==> config.mk <==
export PLATFORM = sky130hd
export DESIGN_NAME = package_index_parser
export DESIGN_NICKNAME = d
export VERILOG_FILES = /design/src/rtl/core/pip_pkg.sv /design/src/rtl/core/pip_csr.sv /design/src/rtl/core/pip_front.sv /design/src/rtl/core/pip_queue.sv /design/src/rtl/core/pip_back.sv /design/src/rtl/core/package_index_parser.sv
export SDC_FILE = /design/constraint.sdc
export NUM_CORES = 2
export LEC_CHECK = 0
export ABC_CLOCK_PERIOD_IN_PS = 14950
export BUFFER_PORTS_ARGS = -buffer_cell sky130_fd_sc_hd__buf_2
export CORE_ASPECT_RATIO = 0.7
export CORE_MARGIN = 10
export CORE_UTILIZATION = 30
export DETAILED_ROUTE_END_ITERATION = 10
export HOLD_SLACK_MARGIN = 0.02
export PLACE_DENSITY = 0.51
export SYNTH_ARGS = -nofsm -noshare
export SYNTH_HDL_FRONTEND = slang
export SYNTH_SLANG_ARGS = --single-unit
==> constraint.sdc <==
create_clock -name clock -period 14.95 [get_ports clock]
set_input_delay 0.7475 -clock clock [delete_from_list [all_inputs] [get_ports clock]]
set_output_delay 0.7475 -clock clock [all_outputs]
set_load 0.02 [all_outputs]
==> src/rtl/core/pip_pkg.sv <==
// Shared types and constants of the package index parser.
`default_nettype none
package pip_pkg;

   localparam int unsigned MAX_FILES_DEFAULT   = 1024;
   localparam int unsigned QUEUE_DEPTH_DEFAULT = 4;
   localparam int unsigned CSR_ADDR_W          = 3;
   localparam int unsigned CSR_DATA_W          = 32;

   typedef enum logic [1:0] {
      REC_CHAR   = 2'd0,
      REC_HEADER = 2'd1,
      REC_ENTRY  = 2'd2,
      REC_STATUS = 2'd3
   } pip_rec_type;

   typedef enum logic [1:0] {
      FIELD_NAME    = 2'd0,
      FIELD_VERSION = 2'd1,
      FIELD_ARCH    = 2'd2,
      FIELD_PATH    = 2'd3
   } pip_field_type;

   typedef enum logic [2:0] {
      ST_OK        = 3'd0,
      ST_SHORT     = 3'd1,
      ST_BAD_MAGIC = 3'd2,
      ST_TOO_MANY  = 3'd3,
      ST_OVERRUN   = 3'd4,
      ST_RANGE_OUT = 3'd5,
      ST_OVERFLOW  = 3'd6
   } pip_status_type;

   typedef struct packed {
      logic [31:0] magic_value;
      logic [10:0] max_entries;
   } pip_cfg_type;

   // One command per item that has results: a first record, and optionally
   // a trailing status record.
   typedef struct packed {
      pip_rec_type    rec;
      pip_field_type  field;
      logic [7:0]     char_value;
      logic [9:0]     entry_index;
      logic [63:0]    file_offset;
      logic [63:0]    file_size;
      logic [63:0]    file_hash;
      pip_status_type status;
      logic [31:0]    file_count;
      logic           tail;
      pip_status_type tail_status;
      logic [31:0]    tail_count;
   } pip_cmd_type;

   typedef struct packed {
      pip_rec_type    rec;
      pip_field_type  field;
      logic [7:0]     char_value;
      logic [9:0]     entry_index;
      logic [63:0]    file_offset;
      logic [63:0]    file_size;
      logic [63:0]    file_hash;
      pip_status_type status;
      logic [31:0]    file_count;
      logic           last;
   } pip_rsp_type;

endpackage
`default_nettype wire

==> src/rtl/core/pip_csr.sv <==
// Configuration registers of the package index parser.
`default_nettype none
module pip_csr (
   input  logic                                clock,
   input  logic                                reset,
   input  logic                                psel,
   input  logic                                penable,
   input  logic                                pwrite,
   input  logic [pip_pkg::CSR_ADDR_W-1:0]      paddr,
   input  logic [pip_pkg::CSR_DATA_W-1:0]      pwdata,
   output logic [pip_pkg::CSR_DATA_W-1:0]      prdata,
   output pip_pkg::pip_cfg_type                cfg
);

   localparam logic REG_MAGIC = 1'b0;
   localparam logic REG_MAX   = 1'b1;

   logic [31:0] magic_ff, magic_in;
   logic [10:0] max_ff, max_in;
   logic        wr_en;

   assign wr_en = psel & penable & pwrite;

   always_comb begin
      magic_in = magic_ff;
      max_in   = max_ff;
      prdata   = '0;
      unique case (paddr[2])
         REG_MAGIC: begin
            prdata = magic_ff;
            if (wr_en) magic_in = pwdata;
         end
         REG_MAX: begin
            prdata = {21'd0, max_ff};
            if (wr_en) max_in = pwdata[10:0];
         end
         default: prdata = '0;
      endcase
   end

   always_ff @(posedge clock) begin
      if (reset) begin
         magic_ff <= '0;
         max_ff   <= 11'd1024;
      end else begin
         magic_ff <= magic_in;
         max_ff   <= max_in;
      end
   end

   assign cfg.magic_value = magic_ff;
   assign cfg.max_entries = max_ff;

endmodule
`default_nettype wire

==> src/rtl/core/pip_front.sv <==
// Front end: parses package bytes and emits result commands.
`default_nettype none
module pip_front #(
   parameter int unsigned MAX_FILES = pip_pkg::MAX_FILES_DEFAULT
) (
   input  logic                 clock,
   input  logic                 reset,
   input  logic                 accept,
   input  logic                 kind,
   input  logic [7:0]           data_byte,
   input  logic [63:0]          package_length,
   input  pip_pkg::pip_cfg_type cfg,
   output logic                 push,
   output pip_pkg::pip_cmd_type cmd
);

   localparam int unsigned NF_W   = $clog2(MAX_FILES + 1);
   localparam int unsigned NEED_W = NF_W + 8;

   localparam logic KIND_BEGIN = 1'b0;

   localparam logic [6:0] MAGIC_LAST   = 7'd3;
   localparam logic [6:0] NAME_FIRST   = 7'd4;
   localparam logic [6:0] NAME_LAST    = 7'd35;
   localparam logic [6:0] VERSION_LAST = 7'd51;
   localparam logic [6:0] ARCH_LAST    = 7'd59;
   localparam logic [6:0] HEADER_LAST  = 7'd63;
   localparam logic [6:0] PATH_LAST    = 7'd63;
   localparam logic [6:0] OFFSET_LAST  = 7'd71;
   localparam logic [6:0] SIZE_LAST    = 7'd79;
   localparam logic [6:0] ENTRY_LAST   = 7'd87;

   typedef enum logic [1:0] {
      PH_IDLE    = 2'd0,
      PH_HEADER  = 2'd1,
      PH_ENTRIES = 2'd2
   } phase_type;

   phase_type   phase_ff, phase_in;
   logic [6:0]  pos_ff, pos_in;
   logic [10:0] entry_num_ff, entry_num_in;
   logic [10:0] limit_ff, limit_in;
   logic [31:0] declared_ff, declared_in;
   logic [31:0] word_ff, word_in;
   logic [63:0] total_ff, total_in;
   logic [63:0] off_ff, off_in;
   logic [63:0] size_ff, size_in;
   logic [63:0] hash_ff, hash_in;
   logic [63:0] sum_ff, sum_in;
   logic        carry_ff, carry_in;

   logic [31:0]       word_new;
   logic [63:0]       hash_new;
   logic [NEED_W-1:0] need;
   logic [31:0]       max_wide;
   logic [11:0]       next_num;

   assign word_new = {data_byte, word_ff[31:8]};
   assign hash_new = {data_byte, hash_ff[63:8]};
   assign need     = NEED_W'(64) + NEED_W'(word_new[NF_W-1:0]) * NEED_W'(88);
   assign max_wide = {21'd0, cfg.max_entries};
   assign next_num = {1'b0, entry_num_ff} + 12'd1;
   // offset + size, settled well before the last hash byte
   assign {carry_in, sum_in} = {1'b0, off_ff} + {1'b0, size_ff};

   always_comb begin
      phase_in     = phase_ff;
      pos_in       = pos_ff;
      entry_num_in = entry_num_ff;
      limit_in     = limit_ff;
      declared_in  = declared_ff;
      word_in      = word_ff;
      total_in     = total_ff;
      off_in       = off_ff;
      size_in      = size_ff;
      hash_in      = hash_ff;
      push         = 1'b0;
      cmd          = '0;
      if (accept) begin
         if (kind == KIND_BEGIN) begin
            total_in     = package_length;
            pos_in       = '0;
            entry_num_in = '0;
            limit_in     = '0;
            declared_in  = '0;
            if (package_length < 64'd64) begin
               push       = 1'b1;
               cmd.rec    = pip_pkg::REC_STATUS;
               cmd.status = pip_pkg::ST_SHORT;
               phase_in   = PH_IDLE;
            end else begin
               phase_in = PH_HEADER;
            end
         end else begin
            unique case (phase_ff)
               PH_HEADER: begin
                  word_in = word_new;
                  pos_in  = pos_ff + 7'd1;
                  if (pos_ff == MAGIC_LAST) begin
                     if (word_new != cfg.magic_value) begin
                        push       = 1'b1;
                        cmd.rec    = pip_pkg::REC_STATUS;
                        cmd.status = pip_pkg::ST_BAD_MAGIC;
                        phase_in   = PH_IDLE;
                     end
                  end else if (pos_ff >= NAME_FIRST && pos_ff <= ARCH_LAST) begin
                     push    = 1'b1;
                     cmd.rec = pip_pkg::REC_CHAR;
                     if (pos_ff <= NAME_LAST) begin
                        cmd.field      = pip_pkg::FIELD_NAME;
                        cmd.char_value = (pos_ff == NAME_LAST) ? 8'd0 : data_byte;
                     end else if (pos_ff <= VERSION_LAST) begin
                        cmd.field      = pip_pkg::FIELD_VERSION;
                        cmd.char_value = (pos_ff == VERSION_LAST) ? 8'd0 : data_byte;
                     end else begin
                        cmd.field      = pip_pkg::FIELD_ARCH;
                        cmd.char_value = (pos_ff == ARCH_LAST) ? 8'd0 : data_byte;
                     end
                  end else if (pos_ff == HEADER_LAST) begin
                     declared_in = word_new;
                     push        = 1'b1;
                     phase_in    = PH_IDLE;
                     if (word_new > 32'(MAX_FILES)) begin
                        cmd.rec    = pip_pkg::REC_STATUS;
                        cmd.status = pip_pkg::ST_TOO_MANY;
                     end else if (64'(need) > total_ff) begin
                        cmd.rec    = pip_pkg::REC_STATUS;
                        cmd.status = pip_pkg::ST_OVERRUN;
                     end else begin
                        cmd.rec        = pip_pkg::REC_HEADER;
                        cmd.file_count = word_new;
                        if (cfg.max_entries == 11'd0) begin
                           cmd.tail        = 1'b1;
                           cmd.tail_status = pip_pkg::ST_OK;
                           cmd.tail_count  = word_new;
                        end else if (word_new == 32'd0) begin
                           cmd.tail        = 1'b1;
                           cmd.tail_status = pip_pkg::ST_OK;
                           cmd.tail_count  = '0;
                        end else begin
                           phase_in     = PH_ENTRIES;
                           entry_num_in = '0;
                           pos_in       = '0;
                           limit_in     = (word_new < max_wide) ? word_new[10:0]
                                                                : cfg.max_entries;
                        end
                     end
                  end
               end
               PH_ENTRIES: begin
                  pos_in = pos_ff + 7'd1;
                  if (pos_ff <= PATH_LAST) begin
                     push            = 1'b1;
                     cmd.rec         = pip_pkg::REC_CHAR;
                     cmd.field       = pip_pkg::FIELD_PATH;
                     cmd.entry_index = entry_num_ff[9:0];
                     cmd.char_value  = (pos_ff == PATH_LAST) ? 8'd0 : data_byte;
                  end else if (pos_ff <= OFFSET_LAST) begin
                     off_in = {data_byte, off_ff[63:8]};
                  end else if (pos_ff <= SIZE_LAST) begin
                     size_in = {data_byte, size_ff[63:8]};
                  end else begin
                     hash_in = hash_new;
                  end
                  if (pos_ff == ENTRY_LAST) begin
                     push            = 1'b1;
                     cmd.rec         = pip_pkg::REC_ENTRY;
                     cmd.entry_index = entry_num_ff[9:0];
                     cmd.file_offset = off_ff;
                     cmd.file_size   = size_ff;
                     cmd.file_hash   = hash_new;
                     if (carry_ff || sum_ff > total_ff) begin
                        cmd.tail        = 1'b1;
                        cmd.tail_status = pip_pkg::ST_RANGE_OUT;
                        cmd.tail_count  = {20'd0, next_num};
                        phase_in        = PH_IDLE;
                     end else if (next_num >= {1'b0, limit_ff}) begin
                        cmd.tail        = 1'b1;
                        cmd.tail_status = (max_wide < declared_ff) ? pip_pkg::ST_OVERFLOW
                                                                   : pip_pkg::ST_OK;
                        cmd.tail_count  = {21'd0, limit_ff};
                        phase_in        = PH_IDLE;
                     end else begin
                        entry_num_in = next_num[10:0];
                        pos_in       = '0;
                     end
                  end
               end
               PH_IDLE: begin
                  pos_in = pos_ff;
               end
               default: phase_in = PH_IDLE;
            endcase
         end
      end
   end

   always_ff @(posedge clock) begin
      if (reset) begin
         phase_ff     <= PH_IDLE;
         pos_ff       <= '0;
         entry_num_ff <= '0;
         limit_ff     <= '0;
         declared_ff  <= '0;
         total_ff     <= '0;
      end else begin
         phase_ff     <= phase_in;
         pos_ff       <= pos_in;
         entry_num_ff <= entry_num_in;
         limit_ff     <= limit_in;
         declared_ff  <= declared_in;
         total_ff     <= total_in;
      end
      word_ff  <= word_in;
      off_ff   <= off_in;
      size_ff  <= size_in;
      hash_ff  <= hash_in;
      sum_ff   <= sum_in;
      carry_ff <= carry_in;
   end

endmodule
`default_nettype wire

==> src/rtl/core/pip_queue.sv <==
// Short command queue between the parser front end and the result back end.
`default_nettype none
module pip_queue #(
   parameter int unsigned DEPTH = pip_pkg::QUEUE_DEPTH_DEFAULT
) (
   input  logic                 clock,
   input  logic                 reset,
   input  logic                 push,
   input  pip_pkg::pip_cmd_type push_cmd,
   input  logic                 pop,
   output logic                 full,
   output logic                 head_valid,
   output pip_pkg::pip_cmd_type head_cmd
);

   localparam int unsigned PTR_W = (DEPTH > 1) ? $clog2(DEPTH) : 1;
   localparam int unsigned CNT_W = $clog2(DEPTH + 1);
   localparam logic [PTR_W-1:0] PTR_LAST = PTR_W'(DEPTH - 1);

   pip_pkg::pip_cmd_type slots_ff [DEPTH];
   logic [PTR_W-1:0] wr_ptr_ff, wr_ptr_in;
   logic [PTR_W-1:0] rd_ptr_ff, rd_ptr_in;
   logic [CNT_W-1:0] count_ff, count_in;
   logic             do_push, do_pop;

   assign full       = (count_ff == CNT_W'(DEPTH));
   assign head_valid = (count_ff != '0);
   assign head_cmd   = slots_ff[rd_ptr_ff];
   assign do_push    = push & ~full;
   assign do_pop     = pop & head_valid;

   always_comb begin
      wr_ptr_in = wr_ptr_ff;
      rd_ptr_in = rd_ptr_ff;
      count_in  = count_ff;
      if (do_push) wr_ptr_in = (wr_ptr_ff == PTR_LAST) ? '0 : wr_ptr_ff + 1'b1;
      if (do_pop)  rd_ptr_in = (rd_ptr_ff == PTR_LAST) ? '0 : rd_ptr_ff + 1'b1;
      if (do_push && !do_pop)      count_in = count_ff + 1'b1;
      else if (do_pop && !do_push) count_in = count_ff - 1'b1;
   end

   always_ff @(posedge clock) begin
      if (reset) begin
         wr_ptr_ff <= '0;
         rd_ptr_ff <= '0;
         count_ff  <= '0;
      end else begin
         wr_ptr_ff <= wr_ptr_in;
         rd_ptr_ff <= rd_ptr_in;
         count_ff  <= count_in;
      end
      if (do_push) slots_ff[wr_ptr_ff] <= push_cmd;
   end

endmodule
`default_nettype wire

==> src/rtl/core/pip_back.sv <==
// Back end: expands commands into result items behind an output register.
`default_nettype none
module pip_back (
   input  logic                 clock,
   input  logic                 reset,
   input  logic                 head_valid,
   input  pip_pkg::pip_cmd_type head_cmd,
   output logic                 pop,
   output logic                 out_valid,
   input  logic                 out_ready,
   output pip_pkg::pip_rsp_type out_rsp
);

   logic                    out_valid_ff, out_valid_in;
   pip_pkg::pip_rsp_type    out_ff, out_in;
   logic                    pend_ff, pend_in;
   pip_pkg::pip_status_type pend_status_ff, pend_status_in;
   logic [31:0]             pend_count_ff, pend_count_in;
   logic                    load;

   assign load = ~out_valid_ff | out_ready;
   assign pop  = load & ~pend_ff & head_valid;

   always_comb begin
      out_valid_in   = out_valid_ff;
      out_in         = out_ff;
      pend_in        = pend_ff;
      pend_status_in = pend_status_ff;
      pend_count_in  = pend_count_ff;
      if (load) begin
         if (pend_ff) begin
            out_in            = '0;
            out_in.rec        = pip_pkg::REC_STATUS;
            out_in.status     = pend_status_ff;
            out_in.file_count = pend_count_ff;
            out_in.last       = 1'b1;
            out_valid_in      = 1'b1;
            pend_in           = 1'b0;
         end else if (head_valid) begin
            out_in.rec         = head_cmd.rec;
            out_in.field       = head_cmd.field;
            out_in.char_value  = head_cmd.char_value;
            out_in.entry_index = head_cmd.entry_index;
            out_in.file_offset = head_cmd.file_offset;
            out_in.file_size   = head_cmd.file_size;
            out_in.file_hash   = head_cmd.file_hash;
            out_in.status      = head_cmd.status;
            out_in.file_count  = head_cmd.file_count;
            out_in.last        = ~head_cmd.tail;
            out_valid_in       = 1'b1;
            pend_in            = head_cmd.tail;
            pend_status_in     = head_cmd.tail_status;
            pend_count_in      = head_cmd.tail_count;
         end else begin
            out_valid_in = 1'b0;
         end
      end
   end

   always_ff @(posedge clock) begin
      if (reset) begin
         out_valid_ff <= 1'b0;
         pend_ff      <= 1'b0;
      end else begin
         out_valid_ff <= out_valid_in;
         pend_ff      <= pend_in;
      end
      out_ff         <= out_in;
      pend_status_ff <= pend_status_in;
      pend_count_ff  <= pend_count_in;
   end

   assign out_valid = out_valid_ff;
   assign out_rsp   = out_ff;

endmodule
`default_nettype wire

==> src/rtl/core/package_index_parser.sv <==
// Top level of the package index parser: stream ports, registers, front, queue, back.
`default_nettype none
// The parser takes one item per clock while the queue has room: a begin item
// (tuser 0) that carries the package length, then the package bytes (tuser 1) in
// order. The header's string bytes, the header count, each file entry's path bytes
// and record, and a final status come out as result items; an item gives at most
// two results, and the last one it gives carries tlast. The front end decodes each
// accepted item in the cycle it is accepted and writes at most one command into a
// short queue; the back end turns each command into one or two results through an
// output register, one result per cycle while rsp_tready is high. So req_tready
// stays high at one item per cycle as long as the queue has room, and an item whose
// work yields two results (header count plus status, or entry plus status) sends
// them out one after the other. A result passes through the queue and then the
// output register. Stalls on rsp_tready fill the queue (QUEUE_DEPTH commands)
// before req_tready drops. A begin item restarts the parse at any time; bytes that
// arrive before a begin or after a final status are dropped. Offset plus size of
// an entry is summed during the hash bytes and compared on the last one. Write
// magic_value (address 0) and max_entries (address 4) only while no item is in flight.
module package_index_parser #(
   parameter int unsigned MAX_FILES   = pip_pkg::MAX_FILES_DEFAULT,
   parameter int unsigned QUEUE_DEPTH = pip_pkg::QUEUE_DEPTH_DEFAULT
) (
   input  logic                              clock,
   input  logic                              reset,
   // input item stream
   input  logic                              req_tvalid,
   output logic                              req_tready,
   input  logic [71:0]                       req_tdata,   // data_byte[7:0], package_length[71:8]
   input  logic                              req_tuser,   // kind
   // result stream
   output logic                              rsp_tvalid,
   input  logic                              rsp_tready,
   // char_value[7:0], entry_index[17:8], file_offset[81:18], file_size[145:82],
   // file_hash[209:146], status[212:210], file_count[244:213], zero pad[247:245]
   output logic [247:0]                      rsp_tdata,
   output logic [3:0]                        rsp_tuser,   // record_type[1:0], string_field[3:2]
   output logic                              rsp_tlast,
   // configuration port
   input  logic                              csr_psel,
   input  logic                              csr_penable,
   input  logic                              csr_pwrite,
   input  logic [pip_pkg::CSR_ADDR_W-1:0]    csr_paddr,
   input  logic [pip_pkg::CSR_DATA_W-1:0]    csr_pwdata,
   output logic [pip_pkg::CSR_DATA_W-1:0]    csr_prdata,
   output logic                              csr_pready
);

   pip_pkg::pip_cfg_type cfg;
   pip_pkg::pip_cmd_type front_cmd;
   pip_pkg::pip_cmd_type head_cmd;
   pip_pkg::pip_rsp_type out_rsp;
   logic                 front_push;
   logic                 queue_full;
   logic                 head_valid;
   logic                 pop;
   logic                 accept;

   assign csr_pready = 1'b1;

   // Take an item whenever the queue can hold whatever it may produce.
   assign req_tready = ~queue_full;
   assign accept     = req_tvalid & req_tready;

   pip_csr u_csr (
      .clock   (clock),
      .reset   (reset),
      .psel    (csr_psel),
      .penable (csr_penable),
      .pwrite  (csr_pwrite),
      .paddr   (csr_paddr),
      .pwdata  (csr_pwdata),
      .prdata  (csr_prdata),
      .cfg     (cfg)
   );

   pip_front #(
      .MAX_FILES (MAX_FILES)
   ) u_front (
      .clock          (clock),
      .reset          (reset),
      .accept         (accept),
      .kind           (req_tuser),
      .data_byte      (req_tdata[7:0]),
      .package_length (req_tdata[71:8]),
      .cfg            (cfg),
      .push           (front_push),
      .cmd            (front_cmd)
   );

   pip_queue #(
      .DEPTH (QUEUE_DEPTH)
   ) u_queue (
      .clock      (clock),
      .reset      (reset),
      .push       (front_push),
      .push_cmd   (front_cmd),
      .pop        (pop),
      .full       (queue_full),
      .head_valid (head_valid),
      .head_cmd   (head_cmd)
   );

   pip_back u_back (
      .clock      (clock),
      .reset      (reset),
      .head_valid (head_valid),
      .head_cmd   (head_cmd),
      .pop        (pop),
      .out_valid  (rsp_tvalid),
      .out_ready  (rsp_tready),
      .out_rsp    (out_rsp)
   );

   // Pack the result item onto the stream.
   assign rsp_tdata = {3'b000,
                       out_rsp.file_count,
                       out_rsp.status,
                       out_rsp.file_hash,
                       out_rsp.file_size,
                       out_rsp.file_offset,
                       out_rsp.entry_index,
                       out_rsp.char_value};
   assign rsp_tuser = {out_rsp.field, out_rsp.rec};
   assign rsp_tlast = out_rsp.last;

endmodule
`default_nettype wire
# Word level (Yosys, flattened, before mapping)
# Memory sizes are Yosys's and may differ from the RTL's. A register that Yosys moved wholly into a read port is not among the register bits.
# Cells that the tools add are included.
# W data, S select, Z words.
dict set report classes {
  reduce_logical 26
  add_sub_neg 8
  multipliers 1
  bitwise_logic 17
  n_lt_le_gt_ge 14
  eq_ne 36
  muxes 121
}
# operator count
set op_table {}
lappend op_table {{$mux W202} 2}
lappend op_table {{$mux W285} 1}
lappend op_table {{$mux W68} 4}
lappend op_table {{$mux W250} 1}
lappend op_table {{$mux W11} 21}
lappend op_table {{$mux W36} 6}
lappend op_table {{$mux W212} 1}
lappend op_table {{$mux W32} 5}
lappend op_table {{$mux W71} 2}
lappend op_table {{$mux W7} 11}
lappend op_table {{$pmux W36 S2} 1}
lappend op_table {{$add A64 B64 Y65} 1}
lappend op_table {{$gt A19 B64 Y1} 1}
lappend op_table {{$gt A64 B64 Y1} 1}
lappend op_table {{$lt A64 B7 Y1 const B} 1}
lappend op_table {{$pmux W32 S2} 1}
lappend op_table {{$mux W2} 26}
lappend op_table {{$mux W10} 4}
lappend op_table {{$mux W35} 1}
lappend op_table {{$gt A32 B11 Y1 const B} 1}
lappend op_table {{$logic_not A32 Y1} 1}
lappend op_table {{$lt A11 B32 Y1} 1}
lappend op_table {{$lt A32 B11 Y1} 1}
lappend op_table {{$mux W8} 4}
lappend op_table {{other kinds (51)} 124}
dict set report word_totals {
  out_inout_bits 288
  n_memories 1
  word_cells 255
  ram_bits 1140
  register_bits 753
  in_bits 115
}
# name depth word_bits read_ports rd_ports_with_merged_regs wr line_no
set memory_table {}
lappend memory_table {u_queue.slots_ff 4 285 1 1 1 pip_queue.sv:20} ;# pip_pkg::pip_cmd_type slots_ff [DEPTH];

# Logic depth before layout (Yosys ltp)
dict set report depth {
  ltp_word 12
  depth_mapped 26
  depth_no_buf 25
}

# Hierarchy
# From an unflattened synthesis, not the netlist that was laid out.
dict set report hier_totals {
  hier_cells 4781
  hier_area_um2 77928.5
}
# mod seq_area_each_um2 cells_each instances area_per_inst_um2
set modules_own_cells {}
lappend modules_own_cells {pip_queue 34413.0 1539 1 42116.6}
lappend modules_own_cells {pip_front 10089.7 2445 1 23039.6}
lappend modules_own_cells {pip_back 8598.2 576 1 10576.4}
lappend modules_own_cells {pip_csr 860.8 213 1 2148.3}
lappend modules_own_cells {package_index_parser 0.0 8 1 47.5}

# Worst setup path before layout
# Ideal clock, no wire load.
dict set report synth_timing {
  path_type {register to register}
  from {register u_back.pend_ff}
  to {register u_back.out_ff (netlist bit u_back.out_rsp[0]), enable pin}
  slack_ns 2.801
  setup_ns 0.865
  stages_incl_launch_ff 5
  period_less_slack_ns 12.149
  t_arrival_ns 11.284
  n_path_buf 2
  required_time_ns 14.085
  path_cell_list {dfxtp_1 -> clkbuf_1 -> buf_1 -> nor4_1 -> nor2_1}
}
dict set report synth_between {
  elab_chain_len 2
}
# element line_no
set synth_rtl {}
lappend synth_rtl {{start: declaration} pip_back.sv:16} ;# logic pend_ff, pend_in;
lappend synth_rtl {{start signal: assignment} pip_back.sv:66} ;# pend_ff <= pend_in;
lappend synth_rtl {{$reduce_bool A2 Y1 (no line)} --}
lappend synth_rtl {{$reduce_and A2 Y1 (no line)} --}
lappend synth_rtl {{end signal: assignment} pip_back.sv:68} ;# out_ff <= out_in;
lappend synth_rtl {{end: declaration} pip_back.sv:15} ;# pip_pkg::pip_rsp_type out_ff, out_in;
# Every way passes these cells.
# A chain may end at the register's enable or synchronous reset.

==> results.md <==
- Flop pwr share: 0.472
- Post-CTS Resized: 0
- Part of the power in combinational logic: 0.187
- CP Data Arrival Time: 7790 ps
- Outcome: finished, final reports clean
- Main synth FF type: edfxtp_1
- Layout cells sized above 1: 0.206
- Nature of the critical path startpoint: flip-flop
- CTS H-tree lvls: 4
- Area share of the leading cell type in the synthesized netlist: 0.641
- Via density: around 4.7
- Num ports: 403
- Worst-path maximum fanout: 11
- Critical path required time: 15500 ps
- Worst Skew: roughly 85 ps
- Post-Synth Adder-Cell Area: 0.0378
- Die Footprint: around 0.28 sq mm
- Pwr per Cell Area: 160 mW/mm^2
- Total clock buffers created by CTS: 195
- Most frequent cells in the layout: edfxtp_1 (1633), buf_2 (395), nand2_1 (336)
- Count of final setup violators: 0
- FP Rows: 155
- Max clock buf depth: 4
- # fillers: approximately 24000
- NumNets Final: 5683
- Worst setup EP type: flip-flop
- Worst Tran Pin Value: 1350 ps
- Post-Synth XOR/XNOR Area: 0.0135
- Compound-gate portion of the synthesized area: 0.0470
- Post-synth EDFFs: 1633
- Initial antenna violation count: 40
- Core Area: ~0.25 sq mm
- Leakage power: 32.1 nW
- Layout Cells excl Fill: 8874
- Synth Warn #: 0
- Post-synthesis mux area share: 0.0945
- Netlist cell types: approximately 80
- Cell count after synthesis: 4734
- Die height: around 440 um
- Relative slew slack: 0.102
- Internal Power: 10.2 mW
- Synth area leaders: edfxtp_1 (64%), mux4_2 (8.4%), dfxtp_1 (6.4%), ha_1 (3.5%), nor2b_1 (2.1%)
- CTS tree: done
- Post-Route WL: 208000 um
- Num Clock Sinks: 1879
- Sequential area share after synthesis: 0.705
- Pre-antenna DRT Iters: 5
- IO buf count: approximately 400
- Synth-to-layout area growth: 16.8%
- Hold bufs inserted after CTS: 0
- Area of the multi-input gates: 0.0217 sq mm
- Largest family of logic cells by synthesized area: multiplexers
- Max cap viols: 0
- Worst-path clk slew: ~60 ps
- Worst vdd ir: approximately 0.11 mV
- Setup bufs post-CTS: 0
- Final Cycle Share: 0.484
- Final Wtd Congestion: 0.849
- Post-layout minimum cycle time: roughly 7200 ps
- P_sw: 4.03 mW
- Drt wl/cell: 23.4 um
- Switching part of the total: 0.282
- Tot GR Track Use: 0.146
- RSZ-0062 raised after global routing: false
- Seq cells post-synth: 1879
- Initial Util: 0.301
- Yosys top cell by area: edfxtp_1
- First-pass GRT wire length: 301000 um
- Cell area after synthesis: 0.0765 sq mm
- Root buf cell: clkbuf_16
- Detail Placement HPWL: 139000 um
- Min-delay worst type: primary input to flip-flop
- Worst-skew pair later-pin latency: 870 ps
- Setup_tns: 0 ps
- Commonest non-fill, non-tap cell in the layout: edfxtp_1
- Final hold vios: 0
- Crit Path Class: flip-flop to flip-flop
- Die X: 624 um
- ANT nets after route: 0
- Drc violations: 0
- Achievable clock frequency: 138 MHz
- Largest net degree at the start of global routing: between 90 and 100
- GR Overflow Total: 0
- Max-slew violations: 0
- Simple-gate share of the synthesized area: 0.0816
- Mean cell area of the mapped netlist: 16.2 sq um
- Vias in the first global route: 42300
- Clock power share: 0.341
- Initial detailed-routing violation count: around 3500
- Storage cell area: approximately 0.054 sq mm
- Placed cell count: around 8500
- Vias: between 40000 and 50000
- Ys async rst share: 0
critical path: stages (launching register included):
cell and delay [ps]:
edfxtp_1 780, ha_1 370, fa_1 470, ha_1 340, nor2b_1 140, o21ai_0 190, a21boi_0 140, o21ai_0 240
a21oi_1 150, o21a_1 250, o41a_1 330, a21boi_0 250, nand4_1 180, xnor2_1 180, ha_1 280, nand4b_1 150
nor3_1 300, nand3_1 110, nand2_1 90, a31oi_1 130, or2b_1 510, or3_1 410, nor2_1 650, nand2_1 100
o21ai_0 220
through the flow:
step	area [sq um]	worst slack (ps)	hold WS (ps)	total power, mW	utilization
2_1_floorplan	77100	2800	417	8.68	-
3_3_place_gp	83100	7580	422	9.66	0.327
3_5_place_dp	83100	7730	428	9.67	0.327
4_1_cts	89400	7660	76.5	14.6	0.352
5_1_grt	89400	6990	90.3	14.9	0.352
6_report	89400	7720	147	14.3	0.352
sequential cells by signal, summed over array words and instances (netlist names), 2 cells and up, named ones only:
name	count
u_front.hash_ff	56
u_csr.magic_ff	32
u_front.sum_ff	64
u_front.phase_ff	2
u_csr.max_ff	11
u_back.pend_status_ff	3
u_back.out_rsp	250
u_queue.rd_ptr_ff	2
u_queue.count_ff	3
u_front.pos_ff	7
u_front.off_ff	64
u_front.entry_num_ff	11
u_front.declared_ff	32
u_back.pend_count_ff	32
u_front.total_ff	64
u_queue.wr_ptr_ff	2
u_front.size_ff	64
u_front.limit_ff	11
u_front.word_ff	24
u_queue.slots_ff	1140
final cells by class:
cell class / count / share of cell area
multi-input combinational: 2628 / 0.243
inverter: 182 / 0.00764
antenna: 6 / 0.000168
timing repair buffer: 457 / 0.0278
clock inverter: 111 / 0.0127
sequential: 1879 / 0.604
clock buffer: 236 / 0.0578
tap: 3375 / 0.0472
Yosys cell counts (39+ instances only):
cell type  number
nand4_1        46
nand2_1       336
xor2_1         39
nand3_1        44
xnor2_1        79
ha_1          215
clkbuf_1      160
and2_1        220
edfxtp_1     1633
nor2_1        129
inv_1         181
mux2_2         47
dfxtp_1       246
nor2b_1       251
mux4_2        285
nor3_1         41
a21o_1         92
a21oi_1       224
o21ai_0        81
nor4_1         51
final timing paths:
path / from / to / slack, ps / cells after the start
min reg2reg: u_front.hash_ff[40]$_DFFE_PP_ / u_front.hash_ff[32]$_DFFE_PP_ / 440 / 0
max: u_front.word_ff[11]$_DFFE_PP_ / u_queue.slots_ff[3][2]$_DFFE_PP_ / 7720 / 24
min: csr_pwdata[28] / u_csr.magic_ff[28]$_SDFFE_PP0P_ / 150 / 3
max reg2reg: u_front.word_ff[11]$_DFFE_PP_ / u_queue.slots_ff[3][2]$_DFFE_PP_ / 7720 / 24
per-layer routing:
layer  part of all wire  track usage  up-vias
li1                   -            -    19100
met2               0.44        0.220     1137
met4              0.028       0.0389        2
met5           0.000034            0        -
met1               0.47        0.216    21500
met3              0.058       0.0280      269
cell families after synthesis:
logic type | Yosys count
DFF | 1879
and+or+nand+nor | 1192
AOI/OAI and AO/OA | 565
buffers and inverters | 393
muxes | 360
adders and majority gates | 225
xor gates and xnor gates | 118
other | 2
power groups by stage:
stage | combinational (mW) | sequential [mW] | clock (mW)
finish | 2.67 | 6.74 | 4.87
CTS | 2.78 | 6.78 | 5.02
global placement | 2.78 | 6.88 | 0
detailed placement | 2.77 | 6.89 | 0
floorplan | 1.32 | 7.36 | 0
global route | 2.91 | 6.81 | 5.24
Power figures use the tool's default switching activity.
